<file path="config.mk">
export PLATFORM = sky130hd
export DESIGN_NAME = hamming_sec_encode_check_core
export DESIGN_NICKNAME = d
export VERILOG_FILES = /design/src/sv/hsec_pkg.sv /design/src/sv/hsec_codec.sv /design/src/sv/hamming_sec_encode_check_core.sv
export SDC_FILE = /design/constraint.sdc
export NUM_CORES = 1
export LEC_CHECK = 0
export BUFFER_PORTS_ARGS = -buffer_cell sky130_fd_sc_hd__buf_2
export CORE_MARGIN = 2
export CORE_UTILIZATION = 25
export CTS_BUF_LIST = sky130_fd_sc_hd__clkbuf_4
export CTS_CLUSTER_SIZE = 25
export DETAILED_ROUTE_END_ITERATION = 12
export GPL_TIMING_DRIVEN = 0
export HOLD_SLACK_MARGIN = 0.02
export PLACE_DENSITY = 0.52
export SYNTH_ARGS = -nofsm -noshare
export SYNTH_HDL_FRONTEND = slang
export SYNTH_SLANG_ARGS = --single-unit
</file>
<file path="constraint.sdc">
create_clock -name clk -period 8.6 [get_ports clk]
set_input_delay 0.86 -clock clk [delete_from_list [all_inputs] [get_ports clk]]
set_output_delay 0.86 -clock clk [all_outputs]
set_load 0.02 [all_outputs]
</file>
<file path="src/sv/hsec_pkg.sv">
package hsec_pkg;

	// field widths
	localparam int MAX_DATA_BITS = 57;
	localparam int DATA_W        = MAX_DATA_BITS;
	localparam int WORD_W        = 63;
	localparam int SYN_W         = 6;
	localparam int CFG_W         = 6;
	localparam int PAR_W         = 3;
	localparam int NUM_GROUPS    = SYN_W;

	localparam logic [CFG_W-1:0] CFG_RESET = CFG_W'(4);

	// request codes
	localparam logic REQ_ENCODE = 1'b0;
	localparam logic REQ_CHECK  = 1'b1;

	// status codes
	localparam logic [1:0] ST_OK        = 2'd0;
	localparam logic [1:0] ST_CORRECTED = 2'd1;
	localparam logic [1:0] ST_BEYOND    = 2'd2;

	typedef struct packed {
		logic              req_type;
		logic [DATA_W-1:0] data_word;
		logic [WORD_W-1:0] received_word;
	} req_t;

	typedef struct packed {
		logic [WORD_W-1:0] result_word;
		logic [SYN_W-1:0]  syndrome;
		logic [1:0]        status;
	} rsp_t;

	// clamp the configured data bit count into 1..MAX_DATA_BITS
	function automatic logic [CFG_W-1:0] eff_m(logic [CFG_W-1:0] v);
		logic [CFG_W-1:0] m;
		m = v;
		if (v == '0)
			m = CFG_W'(1);
		else if (v > CFG_W'(MAX_DATA_BITS))
			m = CFG_W'(MAX_DATA_BITS);
		return m;
	endfunction

	// least r >= 2 with 2^r >= m + r + 1
	function automatic logic [PAR_W-1:0] parity_count(logic [CFG_W-1:0] m);
		logic [PAR_W-1:0] r;
		if (m <= CFG_W'(1))
			r = PAR_W'(2);
		else if (m <= CFG_W'(4))
			r = PAR_W'(3);
		else if (m <= CFG_W'(11))
			r = PAR_W'(4);
		else if (m <= CFG_W'(26))
			r = PAR_W'(5);
		else
			r = PAR_W'(6);
		return r;
	endfunction

	// codeword length n = m + r, at most 63
	function automatic logic [SYN_W-1:0] code_len(logic [CFG_W-1:0] m);
		return SYN_W'(m) + SYN_W'(parity_count(m));
	endfunction

	// positions whose index has bit i set
	function automatic logic [WORD_W-1:0] group_mask(int i);
		logic [WORD_W-1:0] mask;
		mask = '0;
		for (int k = 0; k < WORD_W; k++)
			mask[k] = 1'(((k + 1) >> i) & 1);
		return mask;
	endfunction

endpackage

</file>
<file path="src/sv/hsec_codec.sv">
module hsec_codec (
	input  hsec_pkg::req_t                   req,
	input  logic [hsec_pkg::CFG_W-1:0]       m,
	input  logic [hsec_pkg::SYN_W-1:0]       n,
	output hsec_pkg::rsp_t                   rsp
);

	logic [hsec_pkg::DATA_W-1:0]     msg;
	logic [hsec_pkg::WORD_W-1:0]     spread;
	logic [hsec_pkg::WORD_W-1:0]     len_mask;
	logic [hsec_pkg::WORD_W-1:0]     rx_word;
	logic [hsec_pkg::WORD_W-1:0]     enc_word;
	logic [hsec_pkg::WORD_W-1:0]     flip;
	logic [hsec_pkg::SYN_W-1:0]      enc_par;
	logic [hsec_pkg::SYN_W-1:0]      syn;
	logic [hsec_pkg::SYN_W-1:0]      syn_idx;

	// keep only the data bits in use
	always_comb begin
		for (int x = 0; x < hsec_pkg::DATA_W; x++)
			msg[x] = req.data_word[x] & (hsec_pkg::CFG_W'(x) < m);
	end

	// data bits fill the non power of two positions in order
	for (genvar k = 0; k < hsec_pkg::WORD_W; k++) begin : g_spread
		localparam int POS = k + 1;
		localparam int IDX = POS - 1 - $clog2(POS + 1);
		if ((POS & (POS - 1)) != 0) begin : g_data
			assign spread[k] = msg[IDX];
		end else begin : g_par
			assign spread[k] = 1'b0;
		end
	end

	// codeword length mask
	always_comb begin
		for (int k = 0; k < hsec_pkg::WORD_W; k++)
			len_mask[k] = (hsec_pkg::SYN_W'(k) < n);
	end

	assign rx_word = req.received_word & len_mask;

	// group parities for encode and syndrome
	always_comb begin
		for (int i = 0; i < hsec_pkg::NUM_GROUPS; i++) begin
			enc_par[i] = ^(spread & hsec_pkg::group_mask(i));
			syn[i]     = ^(rx_word & hsec_pkg::group_mask(i));
		end
	end

	// parity bits go to the power of two positions
	always_comb begin
		enc_word = spread;
		for (int i = 0; i < hsec_pkg::NUM_GROUPS; i++)
			enc_word[(1 << i) - 1] = enc_par[i];
	end

	assign syn_idx = syn - hsec_pkg::SYN_W'(1);
	assign flip    = hsec_pkg::WORD_W'(1) << syn_idx;

	// result select
	always_comb begin
		rsp.result_word = enc_word;
		rsp.syndrome    = '0;
		rsp.status      = hsec_pkg::ST_OK;
		if (req.req_type == hsec_pkg::REQ_CHECK) begin
			rsp.result_word = rx_word;
			rsp.syndrome    = syn;
			if (syn != '0) begin
				if (syn <= n) begin
					rsp.result_word = rx_word ^ flip;
					rsp.status      = hsec_pkg::ST_CORRECTED;
				end else begin
					rsp.status      = hsec_pkg::ST_BEYOND;
				end
			end
		end
	end

endmodule

</file>
<file path="src/sv/hamming_sec_encode_check_core.sv">
// Hamming single error correcting codec, even parity, m data bits (1..57).
// Input: pulse start with a request on req; busy is always low, so a request
// is taken at every clock edge where start is high, one per cycle.
// req_type selects encode (data_word -> codeword) or check (received_word
// -> syndrome, corrected word and status).
// Output: done is high for exactly one cycle with the result on rsp; the
// receiver must take it then, there is no back pressure.
// Pipeline: the request is captured in the input register, passes the parity
// trees and the result goes into the result register, which drives rsp and
// done. Throughput is one item per cycle, set by the single pass of XOR
// trees between the two registers.
// Configuration: cfg_we writes cfg_wdata into the data bit count; write it
// only with no request in flight. Values 0 and above 57 act as 1 and 57.
// Reset: arst_n clears the valid bits of both pipeline stages and sets the
// data bit count to 4 (a 7 bit codeword). Check status: 0 clean, 1 corrected,
// 2 syndrome beyond the codeword length (word returned unchanged).
module hamming_sec_encode_check_core (
	input  logic                        clk,
	input  logic                        arst_n,
	input  logic                        start,
	output logic                        busy,
	input  hsec_pkg::req_t              req,
	output logic                        done,
	output hsec_pkg::rsp_t              rsp,
	input  logic                        cfg_we,
	input  logic [hsec_pkg::CFG_W-1:0]  cfg_wdata
);

	logic [hsec_pkg::CFG_W-1:0] data_bits_q;
	logic [hsec_pkg::CFG_W-1:0] m;
	logic [hsec_pkg::SYN_W-1:0] n;
	logic                       valid_s1;
	hsec_pkg::req_t             req_s1;
	logic                       valid_s2;
	hsec_pkg::rsp_t             rsp_s2;
	hsec_pkg::rsp_t             rsp_comb;

	assign busy = 1'b0;

	// configuration register
	always_ff @(posedge clk or negedge arst_n) begin
		if (!arst_n)
			data_bits_q <= hsec_pkg::CFG_RESET;
		else if (cfg_we)
			data_bits_q <= cfg_wdata;
	end

	assign m = hsec_pkg::eff_m(data_bits_q);
	assign n = hsec_pkg::code_len(m);

	// stage valid bits
	always_ff @(posedge clk or negedge arst_n) begin
		if (!arst_n) begin
			valid_s1 <= 1'b0;
			valid_s2 <= 1'b0;
		end else begin
			valid_s1 <= start && !busy;
			valid_s2 <= valid_s1;
		end
	end

	// input register on every transfer
	always_ff @(posedge clk) begin
		if (start && !busy)
			req_s1 <= req;
	end

	hsec_codec u_codec (
		.req (req_s1),
		.m   (m),
		.n   (n),
		.rsp (rsp_comb)
	);

	// result register
	always_ff @(posedge clk) begin
		if (valid_s1)
			rsp_s2 <= rsp_comb;
	end

	assign done = valid_s2;
	assign rsp  = rsp_s2;

	// every accepted request is followed by a result strobe on done
	a_latency: assert property (@(posedge clk) disable iff (!arst_n)
		(start && !busy) |=> ##1 done)
		else $error("result strobe missing after request");

	// clean status exactly when the syndrome is zero
	a_status_syn: assert property (@(posedge clk) disable iff (!arst_n)
		done |-> ((rsp.syndrome == '0) == (rsp.status == hsec_pkg::ST_OK)))
		else $error("status disagrees with syndrome");

	// out of range status only when the syndrome exceeds the codeword length
	a_beyond: assert property (@(posedge clk) disable iff (!arst_n)
		done |-> ((rsp.status == hsec_pkg::ST_BEYOND) == (rsp.syndrome > n)))
		else $error("beyond status inconsistent with codeword length");

endmodule
</file>
# == Yosys cells after proc, flatten, opt, wreduce, memory -nomap -nowiden ==
# Cells that the tools add are included.
# op_classes
reduce_logical,15
muxes,11
order_cmp,126
n_addsub,2
shift,1
n_bitwise,59
# ops
op,n
$reduce_xor 63->1,12
$lt 6x6->1 const A,56
$lt 5x6->1 const A,32
$mux 63,2
$lt 4x6->1 const A,16
$mux 71,1
$and 63x63->63,1
$shl 1x6->63 const A,1
$xor 63x63->63,1
$and 1x1->1,57
$lt 3x6->1 const A,8
$lt 1x6->1 const A,4
$lt 2x6->1 const A,4
$mux 6,2
$mux 2,4
$add 6x3->6,1
$gt 6x6->1 const B,1
$le 6x1->1 const B,1
$le 6x3->1 const B,1
$le 6x4->1 const B,1
$le 6x5->1 const B,1
$le 6x6->1,1
$logic_not 6->1,1
$mux 3,2
3 further kinds,3
# word_totals
regBits,200
inputBits,131
out_inout_bits,73

# == Logic depth before layout (Yosys ltp) ==
# depth
word_depth,18
ltp_mapped,39

# == Hierarchy ==
# A second synthesis with hierarchy kept.
# unflattened
cells_unflattened,1269
hier_area_um2,13280.2
# by_module_without_submodules
mod,cells_each,seq_area_each_um2,area_per_inst_um2,instances
hsec_codec,1015,0.0,6921.6,1
hamming_sec_encode_check_core,254,5967.0,6358.6,1

# == Worst setup path before layout ==
# OpenSTA, ideal clock, no wires.
# synth_path
path_kind,register -> register
start,register data_bits_q[5] (netlist bit)
end,register rsp_s2 (netlist bit rsp[10]) (data pin)
path_stages_with_launch,37
setup_time_ns,0.270
arrival_time_ns,7.365
n_path_buf,9
slack_ns,0.965
period_less_slack_ns,7.635
path_cell_list,dfrtp_1 -> buf_2 -> clkbuf_1 -> clkbuf_1 -> clkbuf_1 -> buf_1 -> buf_1 -> nor2_1 -> ha_1 -> inv_1 -> fa_1 -> clkbuf_1 -> nor2b_1 -> clkbuf_1 -> nand2_1 -> nor3_1 -> o211a_1 -> mux2i_1 -> xnor2_1 -> xnor2_1 -> xnor2_2 -> xnor3_2 -> ha_1 -> nor2b_1 -> o21a_1 -> o21ai_0 -> nand2b_1 -> a21oi_1 -> nor2b_1 -> o22a_1 -> inv_1 -> nand3b_1 -> buf_2 -> or2_2 -> nor2_1 -> xor2_1 -> a21oi_1
# synth_lines
item,line_no,source
from (decl),hamming_sec_encode_check_core.sv:29,logic [hsec_pkg::CFG_W-1:0] data_bits_q;
from (signal assigned),hamming_sec_encode_check_core.sv:43,data_bits_q <= hsec_pkg::CFG_RESET;
from (signal assigned),hamming_sec_encode_check_core.sv:45,data_bits_q <= cfg_wdata;
to (signal assigned),hamming_sec_encode_check_core.sv:78,rsp_s2 <= rsp_comb;
to (decl),hamming_sec_encode_check_core.sv:35,hsec_pkg::rsp_t rsp_s2;

==> metrics.md <==
| Metric | Value |
|---|---|
| Status | finished clean |
| TritonCTS Buffers | 17 |
| CTS tree | done |
| Async set-reset flop share out of synthesis | 4.00% |
| Crit end category | flip-flop |
| Core region area | 0.0537 mm² |
| Mux contribution to synthesized area | 3.56% |
| CP max FO | 10 |
| Critical path arrival | 8970 ps |
| Least-Margin Pin Slew | 1170 ps |
| Vias per inst | 5.13 |
| Min Tclk post-route | 8440 ps |
| Top post-synthesis cells by area | edfxtp_1 (43%), xnor2_1 (9.6%), xor2_1 (4.1%) |
| Post-DRT Antenna Nets | 0 |
| Finished Cell Area | 0.0166 mm² |
| Total wire length | 58800 µm |
| # setup viols final | 0 |
| IO buf count | 201 |
| Chip Height | 237 µm |
| Worst Path Buf+Inv | 5 |
| Hold Crit Start | req[82] |
| GRT overflow | 0 |
| Syn Area/Cell | 10.3 µm² |
| Sequential area share after synthesis | 44.1% |
| DR pass1 iterations | 8 |
| Final WS setup | 164 ps |
| Count of final hold-check violations | 0 |
| Detail Placement HPWL | 47300 µm |
| Vias in the first global route | 11.2k |
| Slew Limit Fails | 0 |
| RR Startpoint | data_bits_q[2] |
| Compound-cell area share of the yosys netlist | 15.7% |
| Pin count of the biggest net entering global routing | 95 |
| Mapped Nets | 1461 |
| Total global-route track usage | 20.9% |
| CP delay by family, top | XOR/XNOR gates |
| Placed Area | 0.0155 mm² |
| CTS Sinks | 200 |
| Initial antenna violation count | 2 |
| DR vias | 11.7k |
| Hold Path Stages | 1 |
| Pre-CTS setup slack | -2370 ps |
| Crit-path slowest cell | xnor3_2 |
| Synth top area share | 42.6% |
| Gp weighted congestion | 0.958 |
| DRT iter0 DRCs | 1254 |
| Storage cell area | 0.00597 mm² |
| XOR/XNOR Fraction of Synth Area | 17.1% |
| Pwr dens | 367 mW/mm² |
| Cell taking the most area after synthesis | edfxtp_1 |
| Clk Tree Root Cell | clkbuf_4 |
| Worst rel slew slack | 21.2% |
| Synth Flop Type | edfxtp_1 |
| Starting Density | 25.2% |
| Clock Latency Late Sink | 810 ps |
| Multi-input logic area | 0.00765 mm² |
| Crit path kind | flip-flop to flip-flop |
| Post-synthesis cell type count | 99 |
| Synth Area in Adders | 1.05% |
| DR WL/cell | 25.7 µm |
| Peak supply drop | 0.292 mV |
| Clk pin slew, worst setup/hold paths | 190 ps |
| Die width | 237 µm |
| Reg-to-reg endpoint | rsp[67] |
| Fmax | 119 MHz |
| Post-synth EDFFs | 192 |
| DIE AREA | 0.0560 mm² |
| Yosys Warn Count | 0 |
| Depth of the most critical reg-to-reg path | 28 |
| Syn Inst Count | 1320 |
| Layout Utilization | 31.0% |
| Top-count cell post-synth | edfxtp_1 |
| Clk_skew | 29.4 ps |
| Reg2Reg Setup Slack | 160 ps |
| Fill count | 5569 |
| Crit path from | data_bits_q[2] |
| # IOs | 204 |
| Post-Synth Simple-Gate Area | 15.5% |
| H-tree depth | 4 |
| HP Class | primary input to flip-flop |
| WP data required | 9130 ps |
| Leakage power figure | 6.09 nW |
| Max incr delay on CP | 600 ps |
| Clock Tree Buf Depth | 2 |
| Fin nets | 1716 |
| P&R area growth vs syn | 22.8% |
| Post-synthesis register bit count | 200 |
| Fin crit share | 98.1% |
| Largest family of logic cells by synthesized area | XOR/XNOR gates |
| Tot Pwr | 6.11 mW |
| Post-synth top cells | edfxtp_1 (192), xnor2_1 (149), nand2_1 (136) |
| Std-Cell Rows | 85 |
| Max-Cap Viols | 0 |
| Startpoint types | flip-flop |
| Layout cells sized above 1 | 27.4% |
| Post-synthesis instance area | 0.0135 mm² |
| Post-route DRC | 0 |
| Hold EP | req_s1[82] |
| First-pass GRT wire length | 82100 µm |
## cells by family (layout without fill, tap and decap cells)
group,count (synthesis),count (layout)
xor+xnor,233,233
simple gates,423,423
mux,47,47
fa+ha+maj,11,11
other cells,1,6
flops,200,200
buf+inv,91,359
compound gates,314,314
## worst max-delay path by stage
stage / end / slack, ps / depth (start not counted)
after CTS: rsp[12] / 4 / 34
after floorplan: rsp[10] / 960 / 36
final: rsp[67] / 160 / 28
after detailed placement: rsp[12] / -2370 / 32
after global routing: rsp[9] / -20 / 37
after global placement: rsp[12] / -2360 / 32
## layer usage
layer | wire, µm | global-route usage, %
met2 | 26800 | 33.2
met3 | 3950 | 3.65
met5 | 0 | 0
met4 | 1660 | 6.79
met1 | 26300 | 28.8
## cell usage in the layout (no fill, tap or decap), types with 22 or more instances in the layout
cell type / n
a21oi_1: 65
buf_2: 214
buf_4: 45
clkbuf_4: 22
edfxtp_1: 192
inv_1: 25
mux2i_1: 38
nand2_1: 133
nand3_1: 41
nor2_1: 98
o211ai_1: 26
o21ai_0: 85
xnor2_1: 146
xor2_1: 58
## layout make-up
class	count	share of cell area [%]
inverters	30	0.715
multi-input cells	1029	46.0
clock inverters	15	1.28
plain buffers	59	2.01
clock buffers	17	0.767
well taps	696	5.24
diodes	5	0.0752
flip-flops and latches	200	35.9
repair buffers	238	8.01
## through the flow
stage	std cells	hold slack (ps)	TNS, ps
global placement	2217	707	-121480
finish	2289	201	0
detailed placement	2219	580	-121400
global route	2289	100	-43.1
CTS	2275	93.1	0
floorplan	1320	564	0
## state kept, by name (all words and copies together) (netlist names)
| signal | count |
|---|---|
| req_s1 | 121 |
| done | 1 |
| data_bits_q | 6 |
| rsp | 71 |
| valid_s1 | 1 |
## where the power goes
part / internal (mW) / switching [mW]
clock network: 0.171 / 0.400
registers: 1.26 / 0.0785
logic: 1.51 / 2.69
total: 2.94 / 3.17
## timing repair
action,in CTS,in global routing
gates cloned,0,0
endpoints found under the hold margin,8,0
resized for setup,94,42
setup endpoints to repair,65,62
pin swaps,16,13
buffers inserted,24,10
hold buffers,1,0
## worst register-to-register path, delay by kind of cell (launching register included)
kind                       cells  cell delay [ps]
adders and majority gates      3             1030
DFF                            1              590
and+or+nand+nor                8             1640
muxes                          2              630
AOI/OAI and AO/OA              5              840
xor gates and xnor gates       5             1980
buffers and inverters          5             1450
Note: power is estimated with default switching activity, not from simulation.
